### config.mk
export PLATFORM = sky130hd
export DESIGN_NAME = positional_sequence_store_top
export DESIGN_NICKNAME = d
export VERILOG_FILES = /design/src/design/pss_pkg.sv /design/src/design/pss_cell.sv /design/src/design/pss_reduce.sv /design/src/design/positional_sequence_store_top.sv
export SDC_FILE = /design/constraint.sdc
export NUM_CORES = 2
export LEC_CHECK = 0
export BUFFER_PORTS_ARGS = -buffer_cell sky130_fd_sc_hd__buf_2
export CAP_MARGIN = 20
export CORE_ASPECT_RATIO = 2
export CORE_UTILIZATION = 25
export DETAILED_ROUTE_END_ITERATION = 8
export PLACE_DENSITY = 0.5
export SYNTH_ARGS = -nofsm -noshare
export SYNTH_HDL_FRONTEND = slang
export SYNTH_SLANG_ARGS = --single-unit
export TNS_END_PERCENT = 100
### constraint.sdc
create_clock -name clk -period 6.1 [get_ports clk]
set_clock_uncertainty 0.05 [all_clocks]
set_input_delay 1.22 -clock clk [delete_from_list [all_inputs] [get_ports clk]]
set_output_delay 1.22 -clock clk [all_outputs]
set_load 0.05 [all_outputs]
### src/design/pss_pkg.sv
`default_nettype none

package pss_pkg;

    localparam int DEPTH  = 64;
    localparam int GRP    = 8;
    localparam int NGRP   = (DEPTH + GRP - 1) / GRP;
    localparam int PAD    = NGRP * GRP;
    localparam int IDX_W  = (DEPTH > 1) ? $clog2(DEPTH) : 1;
    localparam int CNT_W  = $clog2(DEPTH + 1);
    localparam int GIX_W  = $clog2(GRP);
    localparam int CMD_W  = 3;
    localparam int POS_W  = 7;
    localparam int VAL_W  = 8;
    localparam int OUT_W  = 7;
    localparam int CMP_W  = ((CNT_W > POS_W) ? CNT_W : POS_W) + 1;
    localparam int IN_W   = 24;
    localparam int RES_W  = 24;

    localparam logic [CMD_W-1:0] CMD_INSERT = 3'd0;
    localparam logic [CMD_W-1:0] CMD_DELETE = 3'd1;
    localparam logic [CMD_W-1:0] CMD_GET    = 3'd2;
    localparam logic [CMD_W-1:0] CMD_LOCATE = 3'd3;
    localparam logic [CMD_W-1:0] CMD_CLEAR  = 3'd4;

    typedef struct packed {
        logic             capture;
        logic             ins;
        logic             del;
        logic [VAL_W-1:0] key;
        logic [IDX_W-1:0] p0;
        logic [CNT_W-1:0] cnt;
    } cell_ctrl_t;

endpackage

`default_nettype wire

### src/design/pss_cell.sv
`default_nettype none

module pss_cell (
    input  wire logic                     clk,
    input  wire pss_pkg::cell_ctrl_t      ctrl,
    input  wire logic [pss_pkg::IDX_W-1:0] idx,
    input  wire logic [pss_pkg::VAL_W-1:0] left_data,
    input  wire logic [pss_pkg::VAL_W-1:0] right_data,
    output logic      [pss_pkg::VAL_W-1:0] data,
    output logic                          match,
    output logic                          sel
);
    import pss_pkg::*;

    logic [VAL_W-1:0] data_reg, data_next;
    logic             match_reg, match_next;
    logic             sel_reg, sel_next;

    always_comb
    begin
        data_next  = data_reg;
        match_next = match_reg;
        sel_next   = sel_reg;
        if (ctrl.capture)
        begin
            match_next = (data_reg == ctrl.key) && (CNT_W'(idx) < ctrl.cnt);
            sel_next   = (idx == ctrl.p0);
        end
        priority if (ctrl.ins && (idx > ctrl.p0))
            data_next = left_data;
        else if (ctrl.ins && (idx == ctrl.p0))
            data_next = ctrl.key;
        else if (ctrl.del && (idx >= ctrl.p0))
            data_next = right_data;
        else
            data_next = data_reg;
    end

    always_ff @(posedge clk)
    begin
        data_reg  <= data_next;
        match_reg <= match_next;
        sel_reg   <= sel_next;
    end

    assign data  = data_reg;
    assign match = match_reg;
    assign sel   = sel_reg;

endmodule

`default_nettype wire

### src/design/pss_reduce.sv
`default_nettype none

module pss_reduce (
    input  wire logic                                  clk,
    input  wire logic [pss_pkg::DEPTH-1:0]             match,
    input  wire logic [pss_pkg::DEPTH-1:0]             sel,
    input  wire logic [pss_pkg::DEPTH-1:0][pss_pkg::VAL_W-1:0] data,
    output logic                                       any,
    output logic      [pss_pkg::CNT_W-1:0]             found,
    output logic      [pss_pkg::VAL_W-1:0]             rdata
);
    import pss_pkg::*;

    logic [PAD-1:0]             match_pad;
    logic [PAD-1:0]             sel_pad;
    logic [PAD-1:0][VAL_W-1:0]  data_pad;

    logic [NGRP-1:0]             gany_reg, gany_next;
    logic [NGRP-1:0][GIX_W-1:0]  gidx_reg, gidx_next;
    logic [NGRP-1:0][VAL_W-1:0]  gdat_reg, gdat_next;

    always_comb
    begin
        for (int j = 0; j < PAD; j++)
        begin
            if (j < DEPTH)
            begin
                match_pad[j] = match[j];
                sel_pad[j]   = sel[j];
                data_pad[j]  = data[j];
            end
            else
            begin
                match_pad[j] = 1'b0;
                sel_pad[j]   = 1'b0;
                data_pad[j]  = '0;
            end
        end
    end

    always_comb
    begin
        for (int g = 0; g < NGRP; g++)
        begin
            gany_next[g] = 1'b0;
            gidx_next[g] = '0;
            gdat_next[g] = '0;
            for (int j = GRP - 1; j >= 0; j--)
            begin
                if (match_pad[g*GRP + j])
                begin
                    gany_next[g] = 1'b1;
                    gidx_next[g] = GIX_W'(j);
                end
                gdat_next[g] = gdat_next[g] | (data_pad[g*GRP + j] & {VAL_W{sel_pad[g*GRP + j]}});
            end
        end
    end

    always_ff @(posedge clk)
    begin
        gany_reg <= gany_next;
        gidx_reg <= gidx_next;
        gdat_reg <= gdat_next;
    end

    always_comb
    begin
        any   = 1'b0;
        found = '0;
        rdata = '0;
        for (int g = NGRP - 1; g >= 0; g--)
        begin
            if (gany_reg[g])
            begin
                any   = 1'b1;
                found = CNT_W'(g * GRP) + CNT_W'(gidx_reg[g]) + CNT_W'(1);
            end
            rdata = rdata | gdat_reg[g];
        end
    end

endmodule

`default_nettype wire

### src/design/positional_sequence_store_top.sv
// Channel   Dir  Width  Fields (lowest bit first)
// s_axis    in   24     command[2:0], position[9:3], item_value[17:10], zero
// m_axis    out  24     ok[0], read_value[8:1], found_position[15:9],
//                       length[22:16], is_empty[23]
// Each command passes through accept (cells register compare and select
// flags), group reduction of the 64 flags, then commit (shift the cell chain,
// update the length, load the result register).
// One command at a time; the next is accepted right after commit.
// Commit waits while a prior result is still held by m_axis.
// rst_n clears control state; cell contents are undefined until written.
`default_nettype none

module positional_sequence_store_top (
    input  wire logic        clk,
    input  wire logic        rst_n,
    input  wire logic        s_tvalid,
    output logic             s_tready,
    input  wire logic [23:0] s_tdata,  // command, position, item_value
    output logic             m_tvalid,
    input  wire logic        m_tready,
    output logic      [23:0] m_tdata   // ok, read_value, found_position, length, is_empty
);
    import pss_pkg::*;

    typedef enum logic [2:0] {
        ST_IDLE   = 3'b001,
        ST_EVAL   = 3'b010,
        ST_COMMIT = 3'b100
    } state_t;

    state_t state_reg, state_next;

    logic [CNT_W-1:0] count_reg, count_next;
    logic [CMD_W-1:0] cmd_reg;
    logic [VAL_W-1:0] value_reg;
    logic [IDX_W-1:0] p0_reg;
    logic             ok_reg;
    logic             out_valid_reg, out_valid_next;
    logic [RES_W-1:0] out_data_reg;

    logic [CMD_W-1:0] in_cmd;
    logic [POS_W-1:0] in_pos;
    logic [VAL_W-1:0] in_val;
    logic [CMP_W-1:0] pos_w, cnt_w;
    logic             pos_ge1, in_ok;
    logic [IDX_W-1:0] in_p0;
    logic             accept, commit;

    cell_ctrl_t                 ctrl;
    logic [DEPTH-1:0][VAL_W-1:0] cell_data;
    logic [DEPTH-1:0]           cell_match;
    logic [DEPTH-1:0]           cell_sel;

    logic             red_any;
    logic [CNT_W-1:0] red_found;
    logic [VAL_W-1:0] red_rdata;

    logic             res_ok;
    logic [VAL_W-1:0] res_rd;
    logic [OUT_W-1:0] res_found;
    logic [RES_W-1:0] res_word;

    assign in_cmd  = s_tdata[2:0];
    assign in_pos  = s_tdata[9:3];
    assign in_val  = s_tdata[17:10];
    assign pos_w   = CMP_W'(in_pos);
    assign cnt_w   = CMP_W'(count_reg);
    assign pos_ge1 = (in_pos != '0);
    assign in_p0   = IDX_W'(in_pos - POS_W'(1));

    always_comb
    begin
        in_ok = 1'b0;
        unique case (in_cmd)
            CMD_INSERT: in_ok = pos_ge1 && (pos_w <= cnt_w + CMP_W'(1))
                                && (cnt_w < CMP_W'(DEPTH));
            CMD_DELETE: in_ok = pos_ge1 && (pos_w <= cnt_w);
            CMD_GET:    in_ok = pos_ge1 && (pos_w <= cnt_w);
            CMD_LOCATE: in_ok = 1'b1;
            CMD_CLEAR:  in_ok = 1'b1;
            default:    in_ok = 1'b0;
        endcase
    end

    assign s_tready = (state_reg == ST_IDLE);
    assign accept   = s_tvalid && s_tready;
    assign commit   = (state_reg == ST_COMMIT) && (!out_valid_reg || m_tready);

    always_comb
    begin
        ctrl.capture = accept;
        ctrl.ins     = commit && ok_reg && (cmd_reg == CMD_INSERT);
        ctrl.del     = commit && ok_reg && (cmd_reg == CMD_DELETE);
        ctrl.key     = accept ? in_val : value_reg;
        ctrl.p0      = accept ? in_p0 : p0_reg;
        ctrl.cnt     = count_reg;
    end

    for (genvar i = 0; i < DEPTH; i++)
    begin : g_cell
        logic [VAL_W-1:0] left_d, right_d;
        if (i == 0)
        begin : g_first
            assign left_d = '0;
        end
        else
        begin : g_mid
            assign left_d = cell_data[i-1];
        end
        if (i == DEPTH - 1)
        begin : g_last
            assign right_d = cell_data[i];
        end
        else
        begin : g_inner
            assign right_d = cell_data[i+1];
        end
        pss_cell u_cell (
            .clk        (clk),
            .ctrl       (ctrl),
            .idx        (IDX_W'(i)),
            .left_data  (left_d),
            .right_data (right_d),
            .data       (cell_data[i]),
            .match      (cell_match[i]),
            .sel        (cell_sel[i])
        );
    end

    pss_reduce u_reduce (
        .clk   (clk),
        .match (cell_match),
        .sel   (cell_sel),
        .data  (cell_data),
        .any   (red_any),
        .found (red_found),
        .rdata (red_rdata)
    );

    always_comb
    begin
        count_next = count_reg;
        if (commit && ok_reg)
        begin
            unique case (cmd_reg)
                CMD_INSERT: count_next = count_reg + CNT_W'(1);
                CMD_DELETE: count_next = count_reg - CNT_W'(1);
                CMD_CLEAR:  count_next = '0;
                default:    count_next = count_reg;
            endcase
        end
    end

    always_comb
    begin
        res_ok    = ok_reg;
        res_rd    = (ok_reg && (cmd_reg == CMD_GET || cmd_reg == CMD_DELETE))
                    ? red_rdata : '0;
        res_found = ((cmd_reg == CMD_LOCATE) && red_any) ? OUT_W'(red_found) : '0;
        res_word  = {(count_next == '0), OUT_W'(count_next), res_found, res_rd, res_ok};
    end

    always_comb
    begin
        state_next = state_reg;
        unique case (state_reg)
            ST_IDLE:   if (accept) state_next = ST_EVAL;
            ST_EVAL:   state_next = ST_COMMIT;
            ST_COMMIT: if (commit) state_next = ST_IDLE;
            default:   state_next = ST_IDLE;
        endcase
    end

    always_comb
    begin
        out_valid_next = out_valid_reg;
        if (commit)
            out_valid_next = 1'b1;
        else if (m_tready)
            out_valid_next = 1'b0;
    end

    always_ff @(posedge clk or negedge rst_n)
    begin
        if (!rst_n)
        begin
            state_reg     <= ST_IDLE;
            count_reg     <= '0;
            out_valid_reg <= 1'b0;
        end
        else
        begin
            state_reg     <= state_next;
            count_reg     <= count_next;
            out_valid_reg <= out_valid_next;
        end
    end

    always_ff @(posedge clk)
    begin
        if (accept)
        begin
            cmd_reg   <= in_cmd;
            value_reg <= in_val;
            p0_reg    <= in_p0;
            ok_reg    <= in_ok;
        end
        if (commit)
            out_data_reg <= res_word;
    end

    assign m_tvalid = out_valid_reg;
    assign m_tdata  = out_data_reg;

`ifndef SYNTH
    a_count_range: assert property (@(posedge clk) disable iff (!rst_n)
        count_reg <= CNT_W'(DEPTH))
        else $error("length exceeds depth");

    a_eval_to_commit: assert property (@(posedge clk) disable iff (!rst_n)
        state_reg == ST_EVAL |=> state_reg == ST_COMMIT)
        else $error("evaluation did not advance to commit");

    a_insert_grows: assert property (@(posedge clk) disable iff (!rst_n)
        (commit && ok_reg && cmd_reg == CMD_INSERT) |=>
            count_reg == $past(count_reg) + CNT_W'(1))
        else $error("insert did not grow length");

    a_hold_count: assert property (@(posedge clk) disable iff (!rst_n)
        !commit |=> $stable(count_reg))
        else $error("length changed outside commit");

    a_empty_flag: assert property (@(posedge clk) disable iff (!rst_n)
        m_tvalid |-> (m_tdata[23] == (m_tdata[22:16] == '0)))
        else $error("empty flag disagrees with length");
`endif

endmodule

`default_nettype wire

==> results.toml <==
[drt]
num_vias = 41300
drc_errors = 0
drt_wl_total_mm = 258
drt-initial-drc-count = 4675
firstDrtPassIters = 9
final_antenna_net_count = 0
wl_per_cell_um = 36.3
vias_per_cell = 5.81

[sta]
worst_pin_slew_ns = 1.30
setup_tns_ns = 0
max_slew_margin_pct = 13.2
min_period_ns = 4.60
finalSetupViolCount = 0
period_share_pct = 75.4
timing.fmax_mhz = 217
slew_viol_final = 0
grt_setup_unrepaired = "false"
hold_viol_final = 0

[logic_synthesis]
yosys-top-cells-count = "edfxtp_1, xnor2_1, nand2_1"
synth_warnings = 0
syn_inst = 4589
synth_nets = 4647
seq_area_frac_synth_pct = 49.0
synthArstFlopShare_pct = 1.39
synthTopCellsByArea = "edfxtp_1, xnor2_1, dfxtp_1"
synth_top_flop_cell = "edfxtp_1"
synth_edf_count = 660
synth.avg_cell_area_um2 = 10.0
synth-seq-cells = 789
syn_area_mm2 = 0.0459
yosysTopAreaCell = "edfxtp_1"
synth_top_area_share_pct = 43.2
ys_types = 95
yosysMostFrequentCell = "edfxtp_1"

[power]
power_mw = 21.3
vdd_drop_max_mv = 0.362
p_per_area_mw_per_mm2 = 405
leakagePower_nw = 17.1

[finish]
syn_to_final_growth_pct = 14.8
largest_reg_flops = 512
fill_cells = 18900
layout-drive-gt1-share_pct = 13.0
stdcell_count = 7104
fin_nets = 4703

[critical_path]
endpoint_kind = "register"
r2r-end = "g_cell[19].u_cell.match"
rrSetupSlack_ns = 1.71
ff2ff_path_depth = 9
arrival_ns = 5.00
r2r_start = "state_reg[2]"
cp_max_fo = 11
crit_required_ns = 6.50
path_class = "input port to register"
start_kind = "input port"

[clocking]
clk_pin_slew_worst_paths_ns = 0.07
clockRootBuffer = "clkbuf_16"
cts_resized = 0
h-tree-depth = 3
post_cts_buffers = 0
cts_buffers = 76
cts_tree = "built"
insertion_delay_ns = 0.71
clockBufferDepth = 3
clock-sinks = 789
holdBufCountCts = 0

[floorplanning]
core-area_mm2 = 0.182
start_util_pct = 25.1
die_y_um = 608
die_area_mm2 = 0.185
die_x_um = 305
rows = 222
io_pins = 54

[grt]
grt_max_degree = 68
grt_pass1_vias = 40600
gr-usage-all-layers_pct = 27.2
antenna_found_initial = 24
grt_pass1_wl_mm = 347
grt_remaining_overflow = 0

[placed_design]
hpwl_mm = 195
dp_cells = 6916
io_buffers = 47
gp_congestion = 1.03

[flow_run]
cap_viol_max_count = 0

[min_path]
hp-class = "input port to asynchronous set/reset pin"

[run_status]
status = "completed"
==> cell families after synthesis <==
kind of cell,Yosys count,synth area share (%)
compound gates,1202,17.7
simple gates,1453,14.7
flops,789,49.0
buf+inv,404,3.57
fa+ha+maj,30,0.818
xor+xnor,525,10.0
mux,186,4.23
==> per-stage QoR <==
| step | worst slack, ns | hold slack [ns] | cell area [µm²] | util (%) |
|---|---|---|---|---|
| global route | 1.46 | 0.365 | 52600 | 28.8 |
| finish | 1.50 | 0.359 | 52700 | 28.9 |
| floorplan | 1.02 | 0.385 | 45900 | - |
| detailed placement | 0.931 | 0.404 | 50000 | 27.4 |
| global placement | 0.940 | 0.403 | 50000 | 27.4 |
| CTS | 1.65 | 0.341 | 52500 | 28.8 |
==> critical path: stages <==
cell and delay [ns]:
buf_2 0.22, inv_1 0.25, ha_1 0.31, buf_4 0.18
nand3b_1 0.09, o41ai_1 0.08, buf_4 0.20, a32oi_1 0.97
buf_4 0.31, a21oi_1 0.11, a211oi_2 0.30, o21ai_1 0.35
o221a_2 0.36
==> cell usage in the layout (no fill, tap or decap), types with 76 or more instances in the layout <==
master / count
xnor2_1: 518
nor4_1: 103
nand2_1: 496
dfxtp_1: 118
edfxtp_1: 660
o22ai_1: 76
clkbuf_16: 80
o21ai_0: 306
mux2i_1: 118
a21oi_1: 215
a22oi_1: 289
nor2_1: 414
buf_4: 237
nand3_1: 98
nand4_1: 128
==> per-layer routing <==
| layer | GRT usage, % | share of wire [%] | vias up |
|---|---|---|---|
| met5 | 0.0261 | 0.021 | - |
| met1 | 23.9 | 29 | 20400 |
| li1 | - | - | 17300 |
| met3 | 4.78 | 6.1 | 1136 |
| met2 | 49.7 | 51 | 2498 |
| met4 | 29.4 | 13 | 8 |
==> cell type report <==
class                           instances  area (µm²)  area share, %
Antenna cell                           45         113          0.214
Clock buffer                          102        2140           4.06
Clock inverter                         38         379          0.720
Inverter                               78         312          0.592
Multi-Input combinational cell       3396       22000           41.7
Sequential cell                       789       22500           42.6
Tap cell                             2352        2940           5.59
Timing Repair Buffer                  304        2370           4.50
==> where the power goes <==
group	internal (mW)	leakage, nW	switching [mW]
Sequential	6.34	7.14	0.763
Clock	2.71	1.22	2.39
Combinational	2.69	8.77	6.46
==> worst max-delay path by stage <==
stage	from	to	slack, ns
after floorplan	s_tvalid	cmd_reg[0]	1.02
after CTS	s_tdata[3]	g_cell[9].u_cell.data[5]	1.65
after global routing	s_tvalid	g_cell[19].u_cell.match	1.46
after detailed placement	s_tdata[3]	g_cell[9].u_cell.data[5]	0.93
after global placement	s_tdata[3]	g_cell[9].u_cell.data[5]	0.94
final	s_tdata[3]	g_cell[17].u_cell.data[4]	1.50
Note: power is estimated with default switching activity, not from simulation.
